$ cat src/hw/rtl/aes_pkg.sv
`default_nettype none
package aes_pkg;

    localparam logic [3:0] NUM_ROUNDS = 4'd10;
    localparam int         NUM_KEYS   = 11;

    localparam logic CFG_KEY_HIGH = 1'b0;
    localparam logic CFG_KEY_LOW  = 1'b1;

    localparam logic OP_ENCRYPT = 1'b0;
    localparam logic OP_DECRYPT = 1'b1;

    typedef enum logic [2:0] {
        ST_IDLE,
        ST_EXPAND,
        ST_INIT,
        ST_ROUND,
        ST_HOLD
    } ctrl_state_t;

    typedef struct packed {
        logic       load;
        logic       expand;
        logic       init_add;
        logic       round;
        logic       out_load;
        logic [3:0] cnt;
    } ctrl_cmd_t;

    typedef struct packed {
        logic keys_ready;
        logic out_free;
    } dp_status_t;

    localparam logic [2047:0] SBOX_TAB = {
        128'h637c777bf26b6fc53001672bfed7ab76, 128'hca82c97dfa5947f0add4a2af9ca472c0,
        128'hb7fd9326363ff7cc34a5e5f171d83115, 128'h04c723c31896059a071280e2eb27b275,
        128'h09832c1a1b6e5aa0523bd6b329e32f84, 128'h53d100ed20fcb15b6acbbe394a4c58cf,
        128'hd0efaafb434d338545f9027f503c9fa8, 128'h51a3408f929d38f5bcb6da2110fff3d2,
        128'hcd0c13ec5f974417c4a77e3d645d1973, 128'h60814fdc222a908846eeb814de5e0bdb,
        128'he0323a0a4906245cc2d3ac629195e479, 128'he7c8376d8dd54ea96c56f4ea657aae08,
        128'hba78252e1ca6b4c6e8dd741f4bbd8b8a, 128'h703eb5664803f60e613557b986c11d9e,
        128'he1f8981169d98e949b1e87e9ce5528df, 128'h8ca1890dbfe6426841992d0fb054bb16
    };

    localparam logic [2047:0] INV_SBOX_TAB = {
        128'h52096ad53036a538bf40a39e81f3d7fb, 128'h7ce339829b2fff87348e4344c4dee9cb,
        128'h547b9432a6c2233dee4c950b42fac34e, 128'h082ea16628d924b2765ba2496d8bd125,
        128'h72f8f66486689816d4a45ccc5d65b692, 128'h6c704850fdedb9da5e154657a78d9d84,
        128'h90d8ab008cbcd30af7e45805b8b34506, 128'hd02c1e8fca3f0f02c1afbd0301138a6b,
        128'h3a9111414f67dcea97f2cfcef0b4e673, 128'h96ac7422e7ad3585e2f937e81c75df6e,
        128'h47f11a711d29c5896fb7620eaa18be1b, 128'hfc563e4bc6d279209adbc0fe78cd5af4,
        128'h1fdda8338807c731b11210592780ec5f, 128'h60517fa919b54a0d2de57a9f93c99cef,
        128'ha0e03b4dae2af5b0c8ebbb3c83539961, 128'h172b047eba77d626e169146355210c7d
    };

    // entry v sits at bit 2047 - 8v, which is {~v, 3'b111}
    function automatic logic [7:0] sbox(input logic [7:0] v);
        return SBOX_TAB[{~v, 3'b111} -: 8];
    endfunction

    function automatic logic [7:0] inv_sbox(input logic [7:0] v);
        return INV_SBOX_TAB[{~v, 3'b111} -: 8];
    endfunction

    function automatic logic [7:0] rcon(input logic [3:0] k);
        logic [7:0] r;
        case (k)
            4'd1:    r = 8'h01;
            4'd2:    r = 8'h02;
            4'd3:    r = 8'h04;
            4'd4:    r = 8'h08;
            4'd5:    r = 8'h10;
            4'd6:    r = 8'h20;
            4'd7:    r = 8'h40;
            4'd8:    r = 8'h80;
            4'd9:    r = 8'h1b;
            4'd10:   r = 8'h36;
            default: r = 8'h00;
        endcase
        return r;
    endfunction

    function automatic logic [7:0] xt(input logic [7:0] v);
        return {v[6:0], 1'b0} ^ (v[7] ? 8'h1b : 8'h00);
    endfunction

    // byte n of the block lives at bits 127-8n, row n%4, column n/4
    function automatic logic [127:0] sub_bytes(input logic [127:0] s, input logic inv);
        logic [127:0] r;
        r = '0;
        for (int i = 0; i < 16; i++) begin
            r[i*8 +: 8] = inv ? inv_sbox(s[i*8 +: 8]) : sbox(s[i*8 +: 8]);
        end
        return r;
    endfunction

    function automatic logic [127:0] shift_rows(input logic [127:0] s, input logic inv);
        logic [127:0] r;
        r = '0;
        for (int c = 0; c < 4; c++) begin
            for (int q = 0; q < 4; q++) begin
                r[127 - 8*(4*c + q) -: 8] = inv ? s[127 - 8*(4*((c - q + 4) % 4) + q) -: 8]
                                                : s[127 - 8*(4*((c + q) % 4) + q) -: 8];
            end
        end
        return r;
    endfunction

    function automatic logic [31:0] mix_col(input logic [31:0] col, input logic inv);
        logic [7:0] a [4];
        logic [7:0] x2 [4];
        logic [7:0] x4 [4];
        logic [7:0] x8 [4];
        logic [7:0] m9 [4];
        logic [7:0] mb [4];
        logic [7:0] md [4];
        logic [7:0] me [4];
        logic [31:0] r;
        for (int k = 0; k < 4; k++) begin
            a[k]  = col[31 - 8*k -: 8];
            x2[k] = xt(a[k]);
            x4[k] = xt(x2[k]);
            x8[k] = xt(x4[k]);
            m9[k] = x8[k] ^ a[k];
            mb[k] = x8[k] ^ x2[k] ^ a[k];
            md[k] = x8[k] ^ x4[k] ^ a[k];
            me[k] = x8[k] ^ x4[k] ^ x2[k];
        end
        r = '0;
        for (int q = 0; q < 4; q++) begin
            if (inv) begin
                r[31 - 8*q -: 8] = me[q] ^ mb[(q + 1) % 4] ^ md[(q + 2) % 4] ^ m9[(q + 3) % 4];
            end
            else begin
                r[31 - 8*q -: 8] = x2[q] ^ x2[(q + 1) % 4] ^ a[(q + 1) % 4]
                                 ^ a[(q + 2) % 4] ^ a[(q + 3) % 4];
            end
        end
        return r;
    endfunction

    function automatic logic [127:0] mix_columns(input logic [127:0] s, input logic inv);
        logic [127:0] r;
        r = '0;
        for (int c = 0; c < 4; c++) begin
            r[127 - 32*c -: 32] = mix_col(s[127 - 32*c -: 32], inv);
        end
        return r;
    endfunction

endpackage
`default_nettype wire

$ cat src/hw/rtl/aes_ctrl.sv
`default_nettype none
module aes_ctrl (
    input  wire logic               clk,
    input  wire logic               rst_n,
    input  wire logic               in_valid,
    output logic                    in_ready,
    input  wire aes_pkg::dp_status_t status,
    output aes_pkg::ctrl_cmd_t      cmd
);

    aes_pkg::ctrl_state_t state_reg;
    aes_pkg::ctrl_state_t state_next;
    logic [3:0]           cnt_reg;
    logic [3:0]           cnt_next;

    always_ff @(posedge clk or negedge rst_n)
    begin
        if (!rst_n)
        begin
            state_reg <= aes_pkg::ST_IDLE;
            cnt_reg   <= 4'd0;
        end
        else
        begin
            state_reg <= state_next;
            cnt_reg   <= cnt_next;
        end
    end

    always_comb
    begin
        state_next = state_reg;
        cnt_next   = cnt_reg;
        case (state_reg)
            aes_pkg::ST_IDLE:
            begin
                if (in_valid)
                begin
                    state_next = status.keys_ready ? aes_pkg::ST_INIT : aes_pkg::ST_EXPAND;
                    cnt_next   = 4'd1;
                end
            end
            aes_pkg::ST_EXPAND:
            begin
                if (cnt_reg == aes_pkg::NUM_ROUNDS)
                begin
                    state_next = aes_pkg::ST_INIT;
                    cnt_next   = 4'd1;
                end
                else
                begin
                    cnt_next = cnt_reg + 4'd1;
                end
            end
            aes_pkg::ST_INIT:
            begin
                state_next = aes_pkg::ST_ROUND;
                cnt_next   = 4'd1;
            end
            aes_pkg::ST_ROUND:
            begin
                if (cnt_reg == aes_pkg::NUM_ROUNDS)
                begin
                    state_next = status.out_free ? aes_pkg::ST_IDLE : aes_pkg::ST_HOLD;
                end
                else
                begin
                    cnt_next = cnt_reg + 4'd1;
                end
            end
            aes_pkg::ST_HOLD:
            begin
                if (status.out_free)
                begin
                    state_next = aes_pkg::ST_IDLE;
                end
            end
            default:
            begin
                state_next = aes_pkg::ST_IDLE;
            end
        endcase
    end

    always_comb
    begin
        in_ready     = 1'b0;
        cmd          = '0;
        cmd.cnt      = cnt_reg;
        case (state_reg)
            aes_pkg::ST_IDLE:
            begin
                in_ready = 1'b1;
                cmd.load = in_valid;
            end
            aes_pkg::ST_EXPAND:
            begin
                cmd.expand = 1'b1;
            end
            aes_pkg::ST_INIT:
            begin
                cmd.init_add = 1'b1;
            end
            aes_pkg::ST_ROUND:
            begin
                cmd.round    = 1'b1;
                cmd.out_load = (cnt_reg == aes_pkg::NUM_ROUNDS) && status.out_free;
            end
            aes_pkg::ST_HOLD:
            begin
                cmd.out_load = status.out_free;
            end
            default:
            begin
                in_ready = 1'b0;
            end
        endcase
    end

    a_round_needs_keys: assert property (@(posedge clk) disable iff (!rst_n)
        cmd.round |-> status.keys_ready)
        else $error("round started without expanded keys");

    a_expand_to_init: assert property (@(posedge clk) disable iff (!rst_n)
        (state_reg == aes_pkg::ST_EXPAND && cnt_reg == aes_pkg::NUM_ROUNDS)
        |=> (state_reg == aes_pkg::ST_INIT && status.keys_ready))
        else $error("expansion did not finish into init");

    a_round_count: assert property (@(posedge clk) disable iff (!rst_n)
        (state_reg == aes_pkg::ST_ROUND) |-> (cnt_reg >= 4'd1 && cnt_reg <= aes_pkg::NUM_ROUNDS))
        else $error("round counter out of range");

    a_out_load_free: assert property (@(posedge clk) disable iff (!rst_n)
        cmd.out_load |-> status.out_free)
        else $error("result loaded over a waiting beat");

endmodule
`default_nettype wire

$ cat config.mk
export PLATFORM = sky130hd
export DESIGN_NAME = aes_ctrl
export DESIGN_NICKNAME = d
export VERILOG_FILES = /design/src/hw/rtl/aes_pkg.sv /design/src/hw/rtl/aes_ctrl.sv
export SDC_FILE = /design/constraint.sdc
export NUM_CORES = 1
export LEC_CHECK = 0
export BUFFER_PORTS_ARGS = -buffer_cell sky130_fd_sc_hd__buf_2
export CORE_AREA = 2 2 39 41
export DETAILED_ROUTE_END_ITERATION = 7
export DIE_AREA = 0 0 41 43
export PLACE_DENSITY = 0.7
export REMOVE_ABC_BUFFERS = 1
export SYNTH_ARGS = -nofsm -noshare
export SYNTH_HDL_FRONTEND = slang
export SYNTH_SLANG_ARGS = --single-unit
$ cat constraint.sdc
create_clock -name clk -period 1.2 [get_ports clk]
set_input_delay 0.06 -clock clk [delete_from_list [all_inputs] [get_ports clk]]
set_output_delay 0.06 -clock clk [all_outputs]
set_load 0.1 [all_outputs]
==> Yosys cells after proc, flatten, opt, wreduce, memory -nomap -nowiden <==
Index checks and enable logic that the tools add are counted.
{ "classes": {"add_sub_neg": 1, "n_reduce_logical": 5, "n_mux": 17, "eq_ne": 10} }
{ "ops": {"columns": ["cell", "n"], "rows": [
  ["case mux 4 bit (4 select lines)", 1],
  ["2-to-1 mux 3 bit", 5],
  ["case mux 3 bit (5 select lines)", 1],
  ["2-to-1 mux 4 bit", 3],
  ["inequality test 2 bit, second input constant", 5],
  ["== test 3 x 2 -> 1 bit, second input constant", 2],
  ["2-to-1 mux 1 bit", 5],
  ["adder 4 x 1 -> 4 bit, second input constant", 1],
  ["== test 4 bit, second input constant", 1],
  ["AND reduction 4 bit", 1],
  ["nonzero test 4 bit", 1],
  ["== test 3 x 1 -> 1 bit, second input constant", 1],
  ["== test 3 bit, second input constant", 1],
  ["zero test 3 bit", 1],
  ["AND reduction 3 bit", 1],
  ["2-to-1 mux 2 bit", 1],
  ["case mux 1 bit (2 select lines)", 1],
  ["logical AND 1 bit", 1]
]} }
{ "word_totals": {"output_inout_bits": 10, "wordCells": 35, "ff_bits": 7} }

==> Depth between registers and ports, before layout <==
{ "logic_depth": {"ltp_word": 3, "mapped_depth": 5, "mapped_depth_nobuf": 5} }

==> Worst setup path after synthesis <==
Ideal clock, no wire load.
{ "synth_timing": {"path_type": "reg-to-output", "startpoint": "register state_reg[2]", "endpoint": "output cmd[8] (netlist bit)", "stages_incl_launch_ff": 4, "t_arrival_ps": 3574, "path_slack_ps": -2434, "n_path_buf": 1, "path_cell_list": "dfrtp_1 buf_2 nor3_1 and2_1"} }
{ "synth_lines": {"columns": ["item", "line_no", "source"], "rows": [
  ["from (decl)", "aes_ctrl.sv:11", "aes_pkg::ctrl_state_t state_reg;"],
  ["from (signal assigned)", "aes_ctrl.sv:20", "state_reg <= aes_pkg::ST_IDLE;"],
  ["from (signal assigned)", "aes_ctrl.sv:25", "state_reg <= state_next;"],
  ["to (decl)", "aes_ctrl.sv:8", "output aes_pkg::ctrl_cmd_t cmd"]
]} }

==> Worst setup path after layout <==
{ "layout_timing": {"startpoint": "register cnt_reg[1]", "endpoint": "register state_reg[1]"} }
{ "layout_via": {"elab_chain_len": 3} }
{ "layout_rtl": {"columns": ["item", "line_no", "source"], "rows": [
  ["from (decl)", "aes_ctrl.sv:13", "logic [3:0] cnt_reg;"],
  ["from (signal assigned)", "aes_ctrl.sv:26", "cnt_reg <= cnt_next;"],
  ["== test 4 bit *", "aes_ctrl.sv:45, aes_ctrl.sv:62", null],
  ["inequality test 2 bit (no line)", null, null],
  ["AND reduction 4 bit (no line) *", null, null]
]} }
Mark *: on every way between the ends. The rest lies on a longest branch, timed or not.
A chain may end at the register's enable or synchronous reset.

==> impl_results.md <==
* Run status: complete, but fails checks
* Violations in the final reports: setup timing
* Vias in the first global route at 506
* Multiplexer share of the synthesized area at 3.361%
* GRT Residual Overflow at 0
* Clock insertion delay at the later pin of the skew report at 0.26 ns
* Die X at 41 um
* Largest family of logic cells by synthesized area: simple AND/OR/NAND/NOR gates
* Die ar. at 1763 um2
* Share of synthesized cell area in full adder, half adder and majority cells at 5.602%
* Source of the worst hold timing path: status[1]
* Final critical-path required period at 1.597 ns
* Number of cells in the finished layout apart from fillers at 98
* Count of state elements after synthesis at 7
* Syn Inst Count at 45
* Setup-failing EPs final at 11
* Largest fanout on the critical path at 2
* Average detailed-routed wire length per instance at 13.87 um
* Syn Std Cell Area at 446.7 um2
* Sum of buffers and inverters on the critical path at 3
* Worst setup EP type: flop
* Pin count of the biggest net entering global routing at 10
* Placer congestion estimate at 0.7939
* Fraction of the mapped netlist area in compound gates at 18.49%
* Xor/xnor share of the synthesized area at 1.961%
* Beginning of the worst register-to-register path: cnt_reg[1]
* Detailed router's first-iteration violation count at 3
* Critical path, cell by cell: ha_4 > and3b_4 > buf_4 > buf_6 > buf_6 > xnor2_1 > a221oi_1
* Number of search-and-repair iterations in the first detailed-routing pass at 2
* Cell class contributing the biggest share of worst-path delay: flip-flops
* Highest cell delay on the worst timing path at 0.41 ns
* Placed wire-length estimate at 918.5 um
* Nets at 90
* Via count normalized by instance count at 4.990
* Summed negative setup slack over all endpoints at -2.728 ns
* CTS HTree Levels at 1
* Slew of the pin with the lowest slew margin at 0.2450 ns
* Warning count from the yosys run at 0
* Number of placed instances, taps included at 88
* Layout area overhead at 113.4%
* Clock transition at path regs at 0.06 ns
* Top-Level Pins at 15
* Chip Height at 43 um
* Clock Sinks at 7
* Residual DRC count at 0
* Avg Cell Area, Syn at 9.926 um2
* Simple-gate share of the synthesized area at 26.33%
* Share of layout cells above drive strength 1 at 67.07%
* Total length of routed wires at 1.359 mm
* Number of buffers created by CTS at 3
* # diodes at 0
* Slowest-stage cell, CP: sky130_fd_sc_hd__dfrtp_1
* Number of antenna violations at the first check in global routing at 0
* Worst setup startpoint: cnt_reg[1]
* Worst Skew at 0.0008507 ns
* Worst min path class: primary input to flop
* Period utilization at 133.1%
* IO buf count at 14
* Worst Path Required at 1.36 ns
* Cell seen most often among critical-path stages: sky130_fd_sc_hd__buf_6
* Max Fclk at 0.6262 GHz
* Row Count at 14
* Largest register FFs at 4
* Total core area at 1384 um2
* Data arrival time at the worst-slack endpoint at 1.75 ns
* Post-synthesis sequential area ratio at 39.22%
* Root Buffer: sky130_fd_sc_hd__clkbuf_4
* Effective utilization at floorplan at 32.28%
* Count of unique library cells instantiated by Yosys at 27
* Clock tree from TritonCTS: built
* Maximum capacitance violations at 0
* Number of routed nets with antenna violations at 0
* Buffer levels on the longest clock path at 2
* Via count at 489
* Critical path launch point type: flop
* Global-route wire length before repair at 2.125 mm
* Setup Crit Path Kind: flop to flop
* Relative max-transition margin at 83.67%
* Overall global routing resource usage at 17.78%
* RSZ-0062 raised after global routing: yes
* Smallest setup slack after layout at -0.3968 ns
* Final number of hold-violating endpoints at 0
* Max Slew Vio Count at 0
[cell usage after synthesis]
cell | n | share of area, %
sky130_fd_sc_hd__o211ai_1 | 1 | 1.7
sky130_fd_sc_hd__nor2b_1 | 2 | 2.8
sky130_fd_sc_hd__o22ai_1 | 1 | 1.4
sky130_fd_sc_hd__a221oi_1 | 2 | 3.9
sky130_fd_sc_hd__a32oi_1 | 1 | 2.0
sky130_fd_sc_hd__a311oi_2 | 1 | 3.4
sky130_fd_sc_hd__nand3b_1 | 1 | 1.7
sky130_fd_sc_hd__nand2b_1 | 1 | 1.4
sky130_fd_sc_hd__and3b_4 | 1 | 2.8
sky130_fd_sc_hd__and2b_1 | 1 | 1.7
sky130_fd_sc_hd__ha_1 | 2 | 5.6
sky130_fd_sc_hd__and2_1 | 2 | 2.8
sky130_fd_sc_hd__o31ai_1 | 1 | 1.7
sky130_fd_sc_hd__xnor2_1 | 1 | 2.0
sky130_fd_sc_hd__nand2_1 | 2 | 1.7
sky130_fd_sc_hd__dfrtp_1 | 7 | 39
sky130_fd_sc_hd__nor3_1 | 1 | 1.1
sky130_fd_sc_hd__a31oi_1 | 1 | 1.4
sky130_fd_sc_hd__nand3_1 | 2 | 2.2
sky130_fd_sc_hd__a41oi_1 | 1 | 2.0
sky130_fd_sc_hd__nor3_2 | 1 | 2.2
sky130_fd_sc_hd__o21ai_0 | 1 | 1.1
sky130_fd_sc_hd__buf_2 | 3 | 3.4
sky130_fd_sc_hd__mux2_4 | 1 | 3.4
sky130_fd_sc_hd__inv_1 | 2 | 1.7
sky130_fd_sc_hd__nor3b_1 | 2 | 3.4
sky130_fd_sc_hd__nor2_1 | 3 | 2.5
[stage by stage]
stage | area (um2) | utilization, % | hold slack (ns) | setup WS, ns
2_1_floorplan | 431.7 | - | -0.2356 | -2.406
3_3_place_gp | 792.0 | 57.23 | -0.09988 | -0.2005
3_5_place_dp | 792.0 | 57.23 | -0.09225 | -0.2351
4_1_cts | 920.9 | 66.55 | 0.06147 | -0.3912
5_1_grt | 953.4 | 68.90 | 0.07047 | -0.4762
6_report | 953.4 | 68.90 | 0.06884 | -0.3968
[what timing repair did]
item                       in CTS  in global routing
gates resized for setup        16                  6
hold buffers                    2                  0
setup endpoints to repair      13                 13
pin swaps                       8                  3
hold endpoints to repair        8                  0
buffers inserted                3                  2
[cells by family (layout without fill, tap and decap cells)]
group | count (synthesis) | after routing
compound gates | 10 | 10
simple gates | 19 | 19
xor+xnor | 1 | 1
mux | 1 | 1
fa+ha+maj | 2 | 2
buf+inv | 5 | 42
flops | 7 | 7
[placed cells by master, fill, tap and decap left out, types with 3 or more instances in the layout]
cell type / count
sky130_fd_sc_hd__buf_4: 15
sky130_fd_sc_hd__buf_12: 10
sky130_fd_sc_hd__dfrtp_1: 5
sky130_fd_sc_hd__buf_6: 5
sky130_fd_sc_hd__buf_2: 4
sky130_fd_sc_hd__nor2_1: 3
sky130_fd_sc_hd__clkbuf_4: 3
[worst min-delay path: cells and delay by family]
kind | cells | cell delay (ns)
buffers and inverters | 1 | 0.10
and+or+nand+nor | 1 | 0.05
AOI/OAI and AO/OA | 1 | 0.08
[path summary, 6_finish.rpt]
kind,end,slack [ns],depth (start not counted)
setup / recovery,state_reg[1],-0.40,7
hold / removal,state_reg[1],0.07,3
setup reg to reg,state_reg[1],-0.40,7
hold reg to reg,state_reg[0],0.61,2
max in group asynchronous,state_reg[0],0.86,2
min in group asynchronous,cnt_reg[2],0.16,2
[cell type report]
type,instances,area (um2)
clock buffer,3,22.52
fill,100,430.4
sequential,7,177.7
clock inverter,1,5.005
timing repair buffer,36,409.1
inverter,2,7.507
multi-input combinational,33,311.5
tap,16,20.02
[metal layers]
layer,track usage (%),routed length (um),up-vias
met5,0,0,-
met4,4.000,0,0
met3,7.853,75,0
met2,28.44,756,12
met1,20.98,527,237
li1,-,-,240
Power is not shown: default switching activity piles up to over one toggle a cycle in this logic, so the estimate is an artifact.
